$ cat config.mk
export PLATFORM = sky130hd
export DESIGN_NAME = ab_slot_record_checker_top_flat
export DESIGN_NICKNAME = d
export VERILOG_FILES = /design/src/sv/abs_pkg.sv /design/src/sv/abs_if.sv /design/src/sv/abs_slot_parser.sv /design/src/sv/ab_slot_record_checker_top.sv /design/src/flat_wrapper.sv
export SDC_FILE = /design/constraint.sdc
export NUM_CORES = 1
export LEC_CHECK = 0
export BUFFER_PORTS_ARGS = -buffer_cell sky130_fd_sc_hd__buf_2
export CAP_MARGIN = 20
export CELL_PAD_IN_SITES_DETAIL_PLACEMENT = 1
export CELL_PAD_IN_SITES_GLOBAL_PLACEMENT = 1
export CORE_ASPECT_RATIO = 2
export CORE_MARGIN = 4
export CORE_UTILIZATION = 45
export DETAILED_ROUTE_END_ITERATION = 8
export PLACE_DENSITY_LB_ADDON = 0.3
export SYNTH_ARGS = -nofsm -noshare
export SYNTH_HDL_FRONTEND = slang
export SYNTH_SLANG_ARGS = --single-unit
$ cat constraint.sdc
create_clock -name clk_i -period 6.55 [get_ports clk_i]
set_clock_uncertainty 0.05 [all_clocks]
set_input_delay 0.655 -clock clk_i [delete_from_list [all_inputs] [get_ports clk_i]]
set_output_delay 0.655 -clock clk_i [all_outputs]
set_load 0.02 [all_outputs]
$ cat src/sv/abs_pkg.sv
// Shared types, constants and CRC helper for the A/B slot record checker.
// No dependencies; used by the slot parser and the top level.
package abs_pkg;

  // Header layout
  localparam int unsigned HdrBytes    = 20;
  localparam int unsigned HdrCrcBytes = 16;
  localparam int unsigned HdrWords    = 5;

  // Header word positions
  localparam int unsigned FldMagic   = 0;
  localparam int unsigned FldGen     = 1;
  localparam int unsigned FldLength  = 2;
  localparam int unsigned FldPayCrc  = 3;
  localparam int unsigned FldHdrCrc  = 4;

  localparam logic [31:0] SlotMagic = 32'h5775_3102;
  localparam logic [31:0] CrcPoly   = 32'hEDB8_8320;
  localparam logic [31:0] CrcInit   = 32'hFFFF_FFFF;
  localparam logic [1:0]  GenLast   = 2'd2;

  // Slot check outcome, presented on the end-of-slot beat
  typedef struct packed {
    logic        valid;
    logic [31:0] generation;
  } slot_status_t;

  // Currently chosen slot
  typedef struct packed {
    logic       exists;
    logic       slot;
    logic [1:0] generation;
  } choice_t;

  // One result beat
  typedef struct packed {
    logic        slot_valid;
    logic [31:0] slot_generation;
    logic        any_valid;
    logic        chosen_slot;
    logic [1:0]  chosen_generation;
  } result_t;

  // Reflected CRC-32, one byte per call
  function automatic logic [31:0] crc32_byte(input logic [31:0] crc, input logic [7:0] b);
    logic [31:0] c;
    c = crc ^ {24'd0, b};
    for (int k = 0; k < 8; k++) begin
      c = c[0] ? ((c >> 1) ^ CrcPoly) : (c >> 1);
    end
    return c;
  endfunction

  // Next generation modulo three
  function automatic logic [1:0] gen_after(input logic [1:0] g);
    return (g == GenLast) ? 2'd0 : g + 2'd1;
  endfunction

endpackage

$ cat src/sv/abs_if.sv
// Valid/ready channel interfaces for the A/B slot record checker.
// Input byte channel and result channel; no dependencies.
interface abs_in_if;
  logic       valid;
  logic       ready;
  logic [7:0] data_byte;
  logic       slot_sel;
  logic       end_of_slot;

  modport source (output valid, data_byte, slot_sel, end_of_slot, input ready);
  modport sink   (input valid, data_byte, slot_sel, end_of_slot, output ready);
endinterface

interface abs_out_if;
  logic        valid;
  logic        ready;
  logic        slot_valid;
  logic [31:0] slot_generation;
  logic        any_valid;
  logic        chosen_slot;
  logic [1:0]  chosen_generation;

  modport source (output valid, slot_valid, slot_generation, any_valid, chosen_slot,
                  chosen_generation, input ready);
  modport sink   (input valid, slot_valid, slot_generation, any_valid, chosen_slot,
                  chosen_generation, output ready);
endinterface

$ cat src/sv/abs_slot_parser.sv
// Per-slot header capture, running CRCs and validity check.
// Depends on abs_pkg for layout constants, CRC function and status type.
module abs_slot_parser #(
  parameter int unsigned SLOT_SIZE = 8192
) (
  input  logic                 clk_i,
  input  logic                 rst_ni,
  input  logic                 step_i,
  input  logic [7:0]           data_byte_i,
  input  logic                 end_of_slot_i,
  output abs_pkg::slot_status_t status_o
);

  localparam int unsigned PosW = $clog2(SLOT_SIZE + 1);
  localparam logic [PosW-1:0] PosMax = PosW'(SLOT_SIZE);
  localparam logic [PosW-1:0] PosHdr = PosW'(abs_pkg::HdrBytes);
  localparam logic [PosW-1:0] PosCrc = PosW'(abs_pkg::HdrCrcBytes);
  localparam logic [31:0]     LenMax = 32'(SLOT_SIZE - abs_pkg::HdrBytes);

  logic [PosW-1:0] pos_q, pos_d;
  logic [31:0]     hdr_q [abs_pkg::HdrWords];
  logic [31:0]     hdr_d [abs_pkg::HdrWords];
  logic [31:0]     crc_h_q, crc_h_d;
  logic [31:0]     crc_p_q, crc_p_d;
  logic            len_ok;
  logic            count_ok;

  // Capture header byte, advance CRCs and position for this beat
  always_comb begin
    hdr_d   = hdr_q;
    crc_h_d = crc_h_q;
    crc_p_d = crc_p_q;
    pos_d   = pos_q;
    if (pos_q < PosMax) begin
      if (pos_q < PosHdr) begin
        hdr_d[pos_q[4:2]][{pos_q[1:0], 3'b000} +: 8] = data_byte_i;
      end
      if (pos_q < PosCrc) begin
        crc_h_d = abs_pkg::crc32_byte(crc_h_q, data_byte_i);
      end
      if ((pos_q >= PosHdr) && (32'(pos_q - PosHdr) < hdr_q[abs_pkg::FldLength])) begin
        crc_p_d = abs_pkg::crc32_byte(crc_p_q, data_byte_i);
      end
      pos_d = pos_q + PosW'(1);
    end
  end

  // Judge the slot from the state after this beat
  assign len_ok   = (hdr_d[abs_pkg::FldLength] != 32'd0) &&
                    (hdr_d[abs_pkg::FldLength] <= LenMax);
  assign count_ok = 32'(pos_d) >= (32'(abs_pkg::HdrBytes) + hdr_d[abs_pkg::FldLength]);

  always_comb begin
    status_o.valid = (hdr_d[abs_pkg::FldMagic] == abs_pkg::SlotMagic) &&
                     (hdr_d[abs_pkg::FldGen] <= 32'(abs_pkg::GenLast)) &&
                     len_ok &&
                     ((crc_h_d ^ abs_pkg::CrcInit) == hdr_d[abs_pkg::FldHdrCrc]) &&
                     ((crc_p_d ^ abs_pkg::CrcInit) == hdr_d[abs_pkg::FldPayCrc]) &&
                     count_ok;
    status_o.generation = (pos_d >= PosHdr) ? hdr_d[abs_pkg::FldGen] : 32'd0;
  end

  // Hold position, header words and CRCs; restart them after the last beat of a slot
  always_ff @(posedge clk_i or negedge rst_ni) begin
    if (!rst_ni) begin
      pos_q   <= '0;
      hdr_q   <= '{default: '0};
      crc_h_q <= abs_pkg::CrcInit;
      crc_p_q <= abs_pkg::CrcInit;
    end else if (step_i) begin
      if (end_of_slot_i) begin
        pos_q   <= '0;
        hdr_q   <= '{default: '0};
        crc_h_q <= abs_pkg::CrcInit;
        crc_p_q <= abs_pkg::CrcInit;
      end else begin
        pos_q   <= pos_d;
        hdr_q   <= hdr_d;
        crc_h_q <= crc_h_d;
        crc_p_q <= crc_p_d;
      end
    end
  end

endmodule

$ cat src/sv/ab_slot_record_checker_top.sv
// A/B slot record checker: one image byte per beat, one result per slot end.
// The result beat is registered, in the main register or, while a result waits there, in the skid one.
// Throughput: one byte per cycle while ready is high; a byte-wide CRC update sets the cycle.
// A two-entry result buffer drops ready only while two results wait.
// Reset (async, active low) clears position, header, CRCs, choice and buffer flags.
module ab_slot_record_checker_top #(
  parameter int unsigned SLOT_SIZE = 8192
) (
  input  logic      clk_i,
  input  logic      rst_ni,
  abs_in_if.sink    in_i,
  abs_out_if.source out_o
);

  logic                  accept;
  logic                  push;
  logic                  pop;
  abs_pkg::slot_status_t status;
  abs_pkg::choice_t      choice_q, choice_d;
  abs_pkg::result_t      result_d;
  abs_pkg::result_t      main_q, skid_q;
  logic                  main_valid_q, skid_valid_q;
  logic                  load_main_skid, load_main_new, load_skid;

  assign accept = in_i.valid && in_i.ready;
  assign push   = accept && in_i.end_of_slot;
  assign pop    = main_valid_q && out_o.ready;

  abs_slot_parser #(
    .SLOT_SIZE(SLOT_SIZE)
  ) u_parser (
    .clk_i        (clk_i),
    .rst_ni       (rst_ni),
    .step_i       (accept),
    .data_byte_i  (in_i.data_byte),
    .end_of_slot_i(in_i.end_of_slot),
    .status_o     (status)
  );

  // Update the chosen slot at the end of a slot
  always_comb begin
    choice_d = choice_q;
    if (!in_i.slot_sel) begin
      choice_d.exists     = status.valid;
      choice_d.slot       = 1'b0;
      choice_d.generation = status.valid ? status.generation[1:0] : 2'd0;
    end else if (status.valid &&
                 (!choice_q.exists ||
                  (status.generation[1:0] == choice_q.generation) ||
                  (status.generation[1:0] == abs_pkg::gen_after(choice_q.generation)))) begin
      choice_d.exists     = 1'b1;
      choice_d.slot       = 1'b1;
      choice_d.generation = status.generation[1:0];
    end
  end

  always_comb begin
    result_d.slot_valid        = status.valid;
    result_d.slot_generation   = status.generation;
    result_d.any_valid         = choice_d.exists;
    result_d.chosen_slot       = choice_d.slot;
    result_d.chosen_generation = choice_d.generation;
  end

  always_ff @(posedge clk_i or negedge rst_ni) begin
    if (!rst_ni) begin
      choice_q <= '0;
    end else if (push) begin
      choice_q <= choice_d;
    end
  end

  // Steer result beats through the main register and the skid register
  assign load_main_skid = skid_valid_q && pop;
  assign load_main_new  = !skid_valid_q && push && (!main_valid_q || pop);
  assign load_skid      = !skid_valid_q && push && main_valid_q && !pop;

  always_ff @(posedge clk_i or negedge rst_ni) begin
    if (!rst_ni) begin
      main_valid_q <= 1'b0;
      skid_valid_q <= 1'b0;
    end else begin
      if (load_main_skid) begin
        skid_valid_q <= 1'b0;
      end else if (load_skid) begin
        skid_valid_q <= 1'b1;
      end
      if (load_main_new) begin
        main_valid_q <= 1'b1;
      end else if (pop && !skid_valid_q) begin
        main_valid_q <= 1'b0;
      end
    end
  end

  always_ff @(posedge clk_i) begin
    if (load_main_skid) begin
      main_q <= skid_q;
    end else if (load_main_new) begin
      main_q <= result_d;
    end
    if (load_skid) begin
      skid_q <= result_d;
    end
  end

  // Drive the channels
  assign in_i.ready              = !skid_valid_q;
  assign out_o.valid             = main_valid_q;
  assign out_o.slot_valid        = main_q.slot_valid;
  assign out_o.slot_generation   = main_q.slot_generation;
  assign out_o.any_valid         = main_q.any_valid;
  assign out_o.chosen_slot       = main_q.chosen_slot;
  assign out_o.chosen_generation = main_q.chosen_generation;

endmodule

$ cat src/flat_wrapper.sv
// flat-port wrapper written by rule: the top's interface ports become plain ports
module ab_slot_record_checker_top_flat 
#(
  parameter int unsigned SLOT_SIZE = 8192
)
  (clk_i, rst_ni, in_i_valid, in_i_data_byte, in_i_slot_sel, in_i_end_of_slot, in_i_ready, out_o_valid, out_o_slot_valid, out_o_slot_generation, out_o_any_valid, out_o_chosen_slot, out_o_chosen_generation, out_o_ready);
  abs_in_if in_i_i ();
  abs_out_if out_o_i ();
  input  logic clk_i;
  input  logic rst_ni;
  input wire logic [$bits(in_i_i.valid)-1:0] in_i_valid;
  input wire logic [$bits(in_i_i.data_byte)-1:0] in_i_data_byte;
  input wire logic [$bits(in_i_i.slot_sel)-1:0] in_i_slot_sel;
  input wire logic [$bits(in_i_i.end_of_slot)-1:0] in_i_end_of_slot;
  output wire logic [$bits(in_i_i.ready)-1:0] in_i_ready;
  output wire logic [$bits(out_o_i.valid)-1:0] out_o_valid;
  output wire logic [$bits(out_o_i.slot_valid)-1:0] out_o_slot_valid;
  output wire logic [$bits(out_o_i.slot_generation)-1:0] out_o_slot_generation;
  output wire logic [$bits(out_o_i.any_valid)-1:0] out_o_any_valid;
  output wire logic [$bits(out_o_i.chosen_slot)-1:0] out_o_chosen_slot;
  output wire logic [$bits(out_o_i.chosen_generation)-1:0] out_o_chosen_generation;
  input wire logic [$bits(out_o_i.ready)-1:0] out_o_ready;
  assign in_i_i.valid = in_i_valid;
  assign in_i_i.data_byte = in_i_data_byte;
  assign in_i_i.slot_sel = in_i_slot_sel;
  assign in_i_i.end_of_slot = in_i_end_of_slot;
  assign in_i_ready = in_i_i.ready;
  assign out_o_valid = out_o_i.valid;
  assign out_o_slot_valid = out_o_i.slot_valid;
  assign out_o_slot_generation = out_o_i.slot_generation;
  assign out_o_any_valid = out_o_i.any_valid;
  assign out_o_chosen_slot = out_o_i.chosen_slot;
  assign out_o_chosen_generation = out_o_i.chosen_generation;
  assign out_o_i.ready = out_o_ready;
  ab_slot_record_checker_top #(.SLOT_SIZE(SLOT_SIZE)) u_core (.clk_i(clk_i), .rst_ni(rst_ni), .in_i(in_i_i), .out_o(out_o_i));
endmodule
# Yosys cells after proc, flatten, opt, wreduce, memory -nomap -nowiden
# Index checks and enable logic that the tools add are counted.
# W data, S select, Z words.
# classes
n_addsub	5
mul	0
div	0
order_cmp	11
eq_ne	6
shifts	2
muxes	41
n_bitwise	21
n_reduce_logical	29
# ops
operator	n
$mux W32	24
$mux W160	3
$not A13 Y14	16
$bwmux W160	1
$demux W32 S3	1
$mux W37	2
$eq A32 B32 Y1	2
$not A32 Y32	2
$xor A32 B8 Y32	2
$add A5 B32 Y32 const A	1
$eq A32 B31 Y1 const B	1
$ge A14 B32 Y1	1
$le A32 B13 Y1 const B	1
$le A32 B2 Y1 const B	1
$lt A32 B32 Y1	1
$reduce_bool A32 Y1	1
$shift A8 B7 Y32 const A	1
$shiftx A8 B7 Y32	1
$ge A14 B5 Y1 const B	2
$lt A14 B5 Y1 const B	2
$mux W14	2
$logic_and A1 B1 Y1	18
$sub A14 B5 Y15 const B	1
$add A14 B1 Y14 const B	1
14 further kinds	27
# word_totals
regBits	318
latch_bits	0
mem_bits_rw	0
mem_bits_ro	0
input_bits	14
output_inout_bits	39
elab_cells	138
mem_count	0

# Depth between registers and ports, before layout
# Gate-level depths: netlist (run 1).
# logic_depth
depth_word	29
depth_mapped	29
ltp_nobuf	24

# Modules after synthesis
# From an unflattened synthesis (run 1), not the netlist that was laid out.
# unflattened
cells_unflattened	2286
area_unflattened_um2	21458.1
# by_module_without_submodules
mod	n_inst	cells_per_inst	area_per_inst_um2	seq_area_each_um2
abs_slot_parser	1	2104	18261.3	6035.8
ab_slot_record_checker_top	1	182	3196.8	2372.3

# Worst setup path after synthesis (run 1)
# No wires, ideal clock.
# synth_path
kind	reg2reg
from	reg u_core.u_parser.pos_q[0]
to	reg u_core.main_q (netlist bit u_core.out_o.chosen_generation[0]) (data pin)
setup_ps	274
t_arrival_ps	6219
required_ps	6226
path_slack_ps	6
path_stages_with_launch	28
n_path_buf	7
period_less_slack_ps	6544
cell_sequence	dfrtp_1 buf_2 buf_1 inv_1 ha_1 buf_6 clkbuf_1 clkbuf_1 nand4_1 clkbuf_1 buf_1 a21oi_1 inv_1 ha_1 o2111a_1 nand3_1 xnor2_1 ha_1 o21a_1 nor2_1 a221oi_1 nand4_1 or4_1 or4_1 or4_4 or4_4 o311ai_2 a31oi_1
# synth_via
elab_chain_cells	18
elab_cells_between_ends	49
classes_between	4 x add/sub; 9 x order compare; 5 x eq/ne; 2 x shift; 16 x mux; 2 x bitwise; 11 x reduce/logical
# synth_rtl
item	line_no	source
start, declared	abs_slot_parser.sv:20	logic [PosW-1:0] pos_q, pos_d;
start signal, assigned	abs_slot_parser.sv:77	pos_q <= pos_d;
parallel branches: the longest is 15 deep, another holds $add A5 B32 Y32	-	
$mux W4 (*)	ab_slot_record_checker_top.sv:43	if (!in_i.slot_sel) begin
$mux W37 (*)	ab_slot_record_checker_top.sv:99	end else if (load_main_new) begin
$mux W37 (*)	ab_slot_record_checker_top.sv:97	if (load_main_skid) begin
end signal, assigned	ab_slot_record_checker_top.sv:98	main_q <= skid_q;
end signal, assigned	ab_slot_record_checker_top.sv:100	main_q <= result_d;
end, declared	ab_slot_record_checker_top.sv:21	abs_pkg::result_t main_q, skid_q;
# Mark *: on every way between the ends. The select of a mux whose other input is x is not followed.
# A chain may end at the register's enable or synchronous reset.

# Worst setup path after layout (run 1)
# layout_path
from	reg u_core.u_parser.pos_q[11]
to	reg u_core.main_q (netlist bit u_core.out_o.chosen_generation[1]) (data pin)
# layout_via
elab_chain_cells	14
elab_cells_between_ends	43
classes_between	3 x add/sub; 9 x order compare; 5 x eq/ne; 13 x mux; 2 x bitwise; 11 x reduce/logical
# layout_rtl
item	line_no
parallel branches: the longest is 11 deep, another holds $add A5 B32 Y32	-
$mux W4 (*)	ab_slot_record_checker_top.sv:43
$mux W37 (*)	ab_slot_record_checker_top.sv:99
$mux W37 (*)	ab_slot_record_checker_top.sv:97
# Marked as above.

==> results of run 1 <==
## cells by family (layout without fill, tap and decap cells)
| kind of cell | after synthesis | in the layout | share of synthesized area, % |
|---|---|---|---|
| and+or+nand+nor | 891 | 891 | 20.55 |
| AOI/OAI and AO/OA | 627 | 627 | 18.80 |
| DFF | 318 | 318 | 40.09 |
| xor gates and xnor gates | 249 | 249 | 11.20 |
| buffers and inverters | 199 | 315 | 3.717 |
| adders and majority gates | 55 | 55 | 3.281 |
| muxes | 48 | 48 | 2.357 |
| other | 0 | 2 | 0 |
## worst paths after layout
check	start	endpoint	slack, ns	cells past startpoint
min reg2reg	u_core.u_parser.hdr_q[6]$_DFFE_PN0P_	u_core.u_parser.hdr_q[6]$_DFFE_PN0P_	0.43	2
min in group clk_i	out_o_ready	u_core.skid_valid_q$_DFFE_PN0P_	0.22	2
max in group asynchronous	rst_ni	u_core.u_parser.hdr_q[122]$_DFFE_PN0P_	5.01	2
max reg2reg	u_core.u_parser.pos_q[11]$_DFFE_PN0P_	u_core.out_o.chosen_generation[1]$_DFFE_PP_	0.36	13
min	rst_ni	u_core.u_parser.hdr_q[36]$_DFFE_PN0P_	0.08	1
max	u_core.u_parser.pos_q[11]$_DFFE_PN0P_	u_core.out_o.chosen_generation[1]$_DFFE_PP_	0.36	13
## placed cells by master (no fill, tap or decap), types with 31 or more instances in the layout
cell       count
o21ai_0      205
o31ai_1       37
buf_4        140
clkbuf_16     31
nor3_1        61
nand2_1      353
xor2_1        62
a21oi_1      161
ha_1          55
xnor2_1      175
inv_1         64
dfrtp_1      180
mux2i_1       37
edfxtp_1      74
nor2_1       193
buf_2         51
nand3_1       54
dfstp_2       64
nand4_1       48
## routing by layer
layer / vias up / routed length [um] / share of wire [%] / GRT usage, %
met5: - / 9 / 0.0091 / 0
met4: 2 / 12690 / 13 / 36.31
met3: 462 / 5764 / 5.8 / 6.520
met2: 897 / 48500 / 49 / 67.22
met1: 10096 / 31770 / 32 / 38.01
li1: 8765 / - / - / -
## critical path, cell delays in order (launching register included)
cell and delay (ns):
dfrtp_1 0.50, nor4_4 0.46, buf_4 0.30, nand4_1 0.35, buf_4 0.34, mux2i_1 0.59, o21ai_0 0.47, or4_1 0.59
a211oi_1 0.47, o211ai_1 0.23, a211oi_1 0.53, nand4_1 0.42, o311ai_2 0.47, a31oi_1 0.14
## flip-flops by register name, summed over array words and instances, names as in the netlist, 2 cells and up
register / flops
u_core.skid_q: 37
u_core.choice_q: 4
u_core.out_o.slot_generation: 32
u_core.u_parser.pos_q: 14
u_core.out_o.chosen_generation: 2
u_core.u_parser.crc_h_q: 32
u_core.u_parser.crc_p_q: 32
u_core.u_parser.hdr_q: 160
## through the flow
stage                     std cells  total power, mW
final                          3126            8.510
after detailed placement       3066            6.341
after global placement         3066            6.244
after global routing           3125            8.767
after CTS                      3122            8.420
after floorplan                2387            4.712
## final cells by class
class | count | area share [%]
clock inverter | 18 | 1.288
tap | 621 | 3.264
multi-input combinational | 1870 | 49.81
antenna | 2 | 0.02103
inverter | 64 | 1.009
sequential | 318 | 35.32
clock buffer | 38 | 3.454
timing repair buffer | 195 | 5.835
## power breakdown
group	total, mW	internal, mW	switching, mW
Combinational	4.03	1.36	2.67
Sequential	2.41	2.27	0.148
Clock	2.07	1.21	0.863
Total	8.51	4.83	3.68
## what timing repair did
item	CTS	global route
buffers inserted	0	0
setup endpoints to repair	0	4
resized for setup	0	3
==> flow_results.xml, run 1 <==
<?xml version="1.0" encoding="UTF-8"?>
<metrics>
  <group name="setup_path">
    <metric name="critPathMaxFanout" unit="">20</metric>
    <metric name="cp-end-kind" unit="">flip-flop</metric>
    <metric name="timing.critical_path.arrival" unit="ns">6.47</metric>
    <metric name="cp-start-kind" unit="">flip-flop</metric>
    <metric name="worst-endpoint-required" unit="ns">6.83</metric>
    <metric name="path_type_of_the_worst_setup_path" unit="">reg2reg</metric>
  </group>
  <group name="route">
    <metric name="drt-initial-drc-count" unit="">1443</metric>
    <metric name="dr_total_vias" unit="">20222</metric>
    <metric name="ant_nets" unit="">0</metric>
    <metric name="wl" unit="um">98740</metric>
    <metric name="number_of_search_and_repair_iterations_in_the_first_detailed_routing_pass" unit="">6</metric>
    <metric name="drcViolationCount" unit="">0</metric>
    <metric name="post_drt_via_cell_ratio" unit="">6.469</metric>
    <metric name="routed_wire_length_per_instance" unit="um">31.59</metric>
  </group>
  <group name="sta">
    <metric name="post-route-period-util" unit="%">94.43</metric>
    <metric name="fin_ws" unit="ns">0.3648</metric>
    <metric name="finalHoldWorstSlack" unit="ns">0.08296</metric>
    <metric name="timing.final.setup_violations" unit="">0</metric>
    <metric name="period_minus_slack" unit="ns">6.185</metric>
    <metric name="finalHoldViolCount" unit="">0</metric>
    <metric name="worst-slew-pin-transition" unit="ns">1.063</metric>
    <metric name="timing.setup.tns" unit="ns">0</metric>
    <metric name="clock.fmax" unit="GHz">0.1617</metric>
    <metric name="setup_repair_after_global_routing_missed_its_margin" unit="">false</metric>
    <metric name="max_slew_margin" unit="%">28.35</metric>
    <metric name="final_max_slew_viol_count" unit="">0</metric>
  </group>
  <group name="floorplan">
    <metric name="dieHeight" unit="um">313.3</metric>
    <metric name="io_pins" unit="">53</metric>
    <metric name="initial_core_util" unit="%">45.62</metric>
    <metric name="core_region_area" unit="mm2">0.04597</metric>
    <metric name="die_area" unit="mm2">0.05033</metric>
    <metric name="placement_rows" unit="">111</metric>
    <metric name="chipWidth" unit="um">160.7</metric>
  </group>
  <group name="grt">
    <metric name="number_of_antenna_violations_at_the_first_check_in_global_routing" unit="">3</metric>
    <metric name="pin_count_of_the_biggest_net_entering_global_routing" unit="">133</metric>
    <metric name="grt_pass1_wl" unit="um">143200</metric>
    <metric name="grt_usage" unit="%">38.47</metric>
    <metric name="grt_overflow_total" unit="">0</metric>
    <metric name="via_count_of_the_first_global_routing_pass" unit="">21408</metric>
  </group>
  <group name="clocking">
    <metric name="cts.sink_count" unit="">318</metric>
    <metric name="maximum_buffer_depth_of_the_clock_tree" unit="">3</metric>
    <metric name="tritoncts_clock_tree" unit="">yes</metric>
    <metric name="worst_setup_hold_path_clk_slew" unit="ns">0.07</metric>
    <metric name="insertion_delay" unit="ns">0.62</metric>
    <metric name="number_of_levels_in_the_clock_h_tree" unit="">1</metric>
    <metric name="cts_hold_repair.buffers" unit="">0</metric>
    <metric name="tritoncts.num_buffers" unit="">30</metric>
    <metric name="cell_chosen_for_the_clock_root" unit="">clkbuf_16</metric>
  </group>
  <group name="synth">
    <metric name="yosys.cell_count.top_type" unit="">nand2_1</metric>
    <metric name="dominantRegCellSynth" unit="">dfrtp_1</metric>
    <metric name="avgSynthCellArea" unit="um2">8.786</metric>
    <metric name="synth.top_cells.by_area" unit="">dfrtp_1, edfxtp_1, dfstp_2, xnor2_1, nand2_1</metric>
    <metric name="seq_total_area_yosys" unit="%">40.09</metric>
    <metric name="synth_edf_count" unit="">74</metric>
    <metric name="syn-num-nets" unit="">2456</metric>
    <metric name="async_reset_ff_share" unit="%">76.73</metric>
    <metric name="syn-instance-count" unit="">2387</metric>
    <metric name="synth_top_cells_by_count" unit="">nand2_1, o21ai_0, nor2_1</metric>
    <metric name="yosysTopAreaCell" unit="">dfrtp_1</metric>
    <metric name="yosysUniqueCellTypes" unit="">87</metric>
    <metric name="ys_warn_count" unit="">0</metric>
    <metric name="yosysTopAreaCellShare" unit="%">21.48</metric>
    <metric name="synthesized_cell_area" unit="mm2">0.02097</metric>
    <metric name="synth_seq_cells" unit="">318</metric>
  </group>
  <group name="pwr">
    <metric name="total_leakage_power" unit="nW">9.451</metric>
    <metric name="total_power_divided_by_cell_area" unit="mW/mm2">357.5</metric>
    <metric name="worst_ir_drop_on_vdd" unit="mV">0.4791</metric>
  </group>
  <group name="final_layout">
    <metric name="postLayoutCellArea" unit="mm2">0.02380</metric>
    <metric name="layout-drive-gt1-share" unit="%">14.30</metric>
    <metric name="nets" unit="">2548</metric>
    <metric name="multiInputGateArea" unit="mm2">0.01186</metric>
    <metric name="fin_util" unit="%">51.78</metric>
    <metric name="final.fill_count" unit="">5375</metric>
    <metric name="ff_latch_area" unit="mm2">0.008408</metric>
    <metric name="syn_to_final_growth" unit="%">13.49</metric>
  </group>
  <group name="worst_hold_path">
    <metric name="hp-class" unit="">in2async</metric>
  </group>
  <group name="placed_design">
    <metric name="place.gp.congestion" unit="">1.047</metric>
    <metric name="port_buffers" unit="">52</metric>
    <metric name="dp_worst_setup_slack" unit="ns">0.4194</metric>
    <metric name="post-dp-hpwl" unit="um">75830</metric>
    <metric name="dpl-instance-area" unit="mm2">0.02262</metric>
  </group>
  <group name="outcome">
    <metric name="run_status" unit="">finished clean</metric>
  </group>
  <group name="job">
    <metric name="max_cap_violations" unit="">0</metric>
  </group>
</metrics>
Power figures use the tool's default switching activity.
==> run 2: changes to the inputs <==
--- a/config.mk
+++ b/config.mk
@@ -14,6 +14,7 @@
 export CORE_UTILIZATION = 45
 export DETAILED_ROUTE_END_ITERATION = 8
 export PLACE_DENSITY_LB_ADDON = 0.3
+export RECOVER_POWER = 50
 export SYNTH_ARGS = -nofsm -noshare
 export SYNTH_HDL_FRONTEND = slang
 export SYNTH_SLANG_ARGS = --single-unit
==> flow_results.xml, run 2 (synthesized netlist as in run 1, its figures left out) <==
<?xml version="1.0" encoding="UTF-8"?>
<metrics>
  <group name="outcome">
    <metric name="run_status" unit="">finished with violations</metric>
    <metric name="violations" unit="">max-capacitance violations, max-slew violations</metric>
  </group>
  <group name="sta">
    <metric name="clock.fmax" unit="GHz">0.1607</metric>
    <metric name="timing.setup.tns" unit="ns">0</metric>
    <metric name="setup_repair_after_global_routing_missed_its_margin" unit="">false</metric>
    <metric name="period_minus_slack" unit="ns">6.223</metric>
    <metric name="worst-slew-pin-transition" unit="ns">5.621</metric>
    <metric name="post-route-period-util" unit="%">95.00</metric>
    <metric name="final_max_slew_viol_count" unit="">328</metric>
    <metric name="timing.final.setup_violations" unit="">0</metric>
    <metric name="finalHoldViolCount" unit="">0</metric>
    <metric name="max_slew_margin" unit="%">-274.7</metric>
  </group>
  <group name="setup_path">
    <metric name="cp-endpoint" unit="">u_core.out_o.chosen_generation[1]$_DFFE_PP_</metric>
    <metric name="worst_path_largest_cell_delay" unit="ns">0.59</metric>
    <metric name="cp-end-kind" unit="">flip-flop</metric>
    <metric name="worst-endpoint-required" unit="ns">6.83</metric>
    <metric name="cpLargestDelayFamily" unit="">compound AO/OA/AOI/OAI gates</metric>
    <metric name="critPathMaxFanout" unit="">20</metric>
    <metric name="cp-start-kind" unit="">flip-flop</metric>
    <metric name="timing.critical_path.arrival" unit="ns">6.50</metric>
    <metric name="timing.critical_path.depth" unit="">13</metric>
    <metric name="path_type_of_the_worst_setup_path" unit="">reg2reg</metric>
    <metric name="cp_num_buf_inv" unit="">2</metric>
    <metric name="number_of_cells_on_the_worst_reg_to_reg_path" unit="">13</metric>
    <metric name="r2r_setup_slack" unit="ns">0.33</metric>
    <metric name="critPathSlowestCell" unit="">mux2i_1</metric>
    <metric name="regToRegStartpoint" unit="">u_core.u_parser.pos_q[11]$_DFFE_PN0P_</metric>
    <metric name="worstPathCellList" unit="">nor4_4, buf_4, nand4_1, buf_4, mux2i_1, o21ai_0, or4_1, a211oi_1, o211ai_1, a211oi_1, nand4_1, o311ai_2, a31oi_1</metric>
    <metric name="setup.worst_path.start" unit="">u_core.u_parser.pos_q[11]$_DFFE_PN0P_</metric>
    <metric name="reg2reg_to" unit="">u_core.out_o.chosen_generation[1]$_DFFE_PP_</metric>
  </group>
  <group name="clocking">
    <metric name="maximum_buffer_depth_of_the_clock_tree" unit="">3</metric>
    <metric name="number_of_levels_in_the_clock_h_tree" unit="">1</metric>
    <metric name="cts.sink_count" unit="">318</metric>
    <metric name="tritoncts_clock_tree" unit="">yes</metric>
    <metric name="cell_chosen_for_the_clock_root" unit="">clkbuf_16</metric>
    <metric name="worst_setup_hold_path_clk_slew" unit="ns">0.07</metric>
    <metric name="insertion_delay" unit="ns">0.62</metric>
    <metric name="tritoncts.num_buffers" unit="">30</metric>
  </group>
  <group name="grt">
    <metric name="number_of_antenna_violations_at_the_first_check_in_global_routing" unit="">3</metric>
    <metric name="grt_overflow_total" unit="">0</metric>
    <metric name="grt_usage" unit="%">38.47</metric>
    <metric name="pin_count_of_the_biggest_net_entering_global_routing" unit="">133</metric>
    <metric name="via_count_of_the_first_global_routing_pass" unit="">21408</metric>
    <metric name="grt_pass1_wl" unit="um">143200</metric>
  </group>
  <group name="pwr">
    <metric name="power.sequential.fraction" unit="%">28.5</metric>
    <metric name="internal_power" unit="mW">4.813</metric>
    <metric name="switchingPower" unit="mW">3.679</metric>
    <metric name="worst_ir_drop_on_vdd" unit="mV">0.4756</metric>
    <metric name="total_leakage_power" unit="nW">9.318</metric>
    <metric name="total_power_divided_by_cell_area" unit="mW/mm2">358.0</metric>
    <metric name="power_frac_clock" unit="%">24.3</metric>
    <metric name="fin_total_pwr" unit="mW">8.491</metric>
    <metric name="pwr-share-comb" unit="%">47.2</metric>
    <metric name="sw_frac_of_total" unit="%">43.32</metric>
  </group>
  <group name="route">
    <metric name="drt-initial-drc-count" unit="">1409</metric>
    <metric name="drcViolationCount" unit="">0</metric>
    <metric name="ant_nets" unit="">0</metric>
    <metric name="routed_wire_length_per_instance" unit="um">31.52</metric>
    <metric name="number_of_search_and_repair_iterations_in_the_first_detailed_routing_pass" unit="">7</metric>
    <metric name="dr_total_vias" unit="">20209</metric>
    <metric name="wl" unit="um">98550</metric>
    <metric name="post_drt_via_cell_ratio" unit="">6.463</metric>
  </group>
  <group name="final_layout">
    <metric name="syn_to_final_growth" unit="%">13.10</metric>
    <metric name="number_of_flip_flops_under_the_largest_register_name" unit="">160</metric>
    <metric name="most_common_library_cell_in_the_layout_ignoring_fill_and_taps" unit="">nand2_1</metric>
    <metric name="final.fill_count" unit="">5397</metric>
    <metric name="fin_util" unit="%">51.60</metric>
    <metric name="leading_registers_by_flop_count" unit="">u_core.u_parser.hdr_q (160), u_core.skid_q (37)</metric>
    <metric name="layout-drive-gt1-share" unit="%">12.43</metric>
    <metric name="nets" unit="">2548</metric>
    <metric name="commonest_cells_after_routing_fill_and_taps_aside" unit="">nand2_1, o21ai_0, nor2_1</metric>
    <metric name="regMostFlops" unit="">u_core.u_parser.hdr_q</metric>
  </group>
  <group name="floorplan">
    <metric name="placement_rows" unit="">111</metric>
    <metric name="chipWidth" unit="um">160.7</metric>
    <metric name="initial_core_util" unit="%">45.62</metric>
    <metric name="io_pins" unit="">53</metric>
    <metric name="core_region_area" unit="mm2">0.04597</metric>
    <metric name="dieHeight" unit="um">313.3</metric>
    <metric name="die_area" unit="mm2">0.05033</metric>
  </group>
  <group name="worst_hold_path">
    <metric name="hp-class" unit="">in2reg</metric>
  </group>
  <group name="job">
    <metric name="max_cap_violations" unit="">7</metric>
  </group>
  <group name="placed_design">
    <metric name="post-dp-hpwl" unit="um">75830</metric>
    <metric name="place.gp.congestion" unit="">1.047</metric>
    <metric name="port_buffers" unit="">52</metric>
  </group>
</metrics>
==> run 2: cell types whose count changed in the layout (fill, tap and decap cells not counted), sizes merged <==
cell          previous run  this run
clkbuf                  38        83
buf                    195       149
diode                    2         3
dlymetal6s2s             0         1
==> run 2: stage by stage <==
| stage | setup WS, ns | cell area (um2) | hold WS [ns] | instances |
|---|---|---|---|---|
| after floorplan | 0.006426 | 20970 | 0.3094 | 2387 |
| after global placement | 0.6369 | 22620 | 0.4060 | 3066 |
| after detailed placement | 0.4194 | 22620 | 0.4159 | 3066 |
| after CTS | 0.3700 | 23750 | 0.1340 | 3122 |
| after global routing | 0.01392 | 23720 | 0.2307 | 3125 |
| final | 0.3273 | 23720 | 0.2215 | 3127 |
==> run 2: cell type report <==
cell class                 count  area [um2]  area share (%)
clock inverter                18       306.5           1.292
timing repair buffer         195        1315           5.544
clock buffer                  38       822.0           3.466
antenna                        3       7.507         0.03165
multi-input combinational   1870       11840           49.93
sequential                   318        8408           35.45
tap                          621       777.0           3.276
inverter                      64       240.2           1.013
==> run 2: worst min-delay path by stage <==
stage	cells past startpoint	from	endpoint	slack [ns]
after global routing	2	out_o_ready	u_core.skid_valid_q$_DFFE_PN0P_	0.23
after global placement	2	u_core.u_parser.hdr_q[31]$_DFFE_PN0P_	u_core.u_parser.hdr_q[31]$_DFFE_PN0P_	0.41
final	2	out_o_ready	u_core.skid_valid_q$_DFFE_PN0P_	0.22
after CTS	1	rst_ni	u_core.u_parser.hdr_q[36]$_DFFE_PN0P_	0.13
after floorplan	0	rst_ni	u_core.choice_q[0]$_DFFE_PN0P_	0.31
after detailed placement	2	u_core.u_parser.hdr_q[6]$_DFFE_PN0P_	u_core.u_parser.hdr_q[6]$_DFFE_PN0P_	0.42
==> run 2: per-layer routing <==
layer | vias to the layer above | wire length (um) | GRT usage [%]
li1 | 8776 | - | -
met1 | 10104 | 31990 | 38.01
met2 | 871 | 48500 | 67.22
met3 | 456 | 5461 | 6.520
met4 | 2 | 12590 | 36.31
met5 | - | 9 | 0
==> run 2: what timing repair did <==
item,in CTS,in global routing
resized for setup,0,3
setup endpoints to repair,0,4
hold buffers,0,0
setup buffers,0,0
==> run 2: worst register-to-register path, stage by stage (launching register included) <==
cell      delay, ns
dfrtp_1        0.50
nor4_4         0.46
buf_4          0.30
nand4_1        0.35
buf_4          0.35
mux2i_1        0.60
o21ai_0        0.46
or4_1          0.59
a211oi_1       0.49
o211ai_1       0.23
a211oi_1       0.55
nand4_1        0.42
o311ai_2       0.47
a31oi_1        0.14
==> run 2: power by group through the flow <==
| stage | combinational, mW | clock (mW) | sequential (mW) |
|---|---|---|---|
| floorplan | 2.25 | 0 | 2.46 |
| global placement | 3.81 | 0 | 2.43 |
| detailed placement | 3.89 | 0 | 2.45 |
| CTS | 3.92 | 2.09 | 2.41 |
| global route | 4.16 | 2.17 | 2.43 |
| finish | 4.01 | 2.06 | 2.42 |
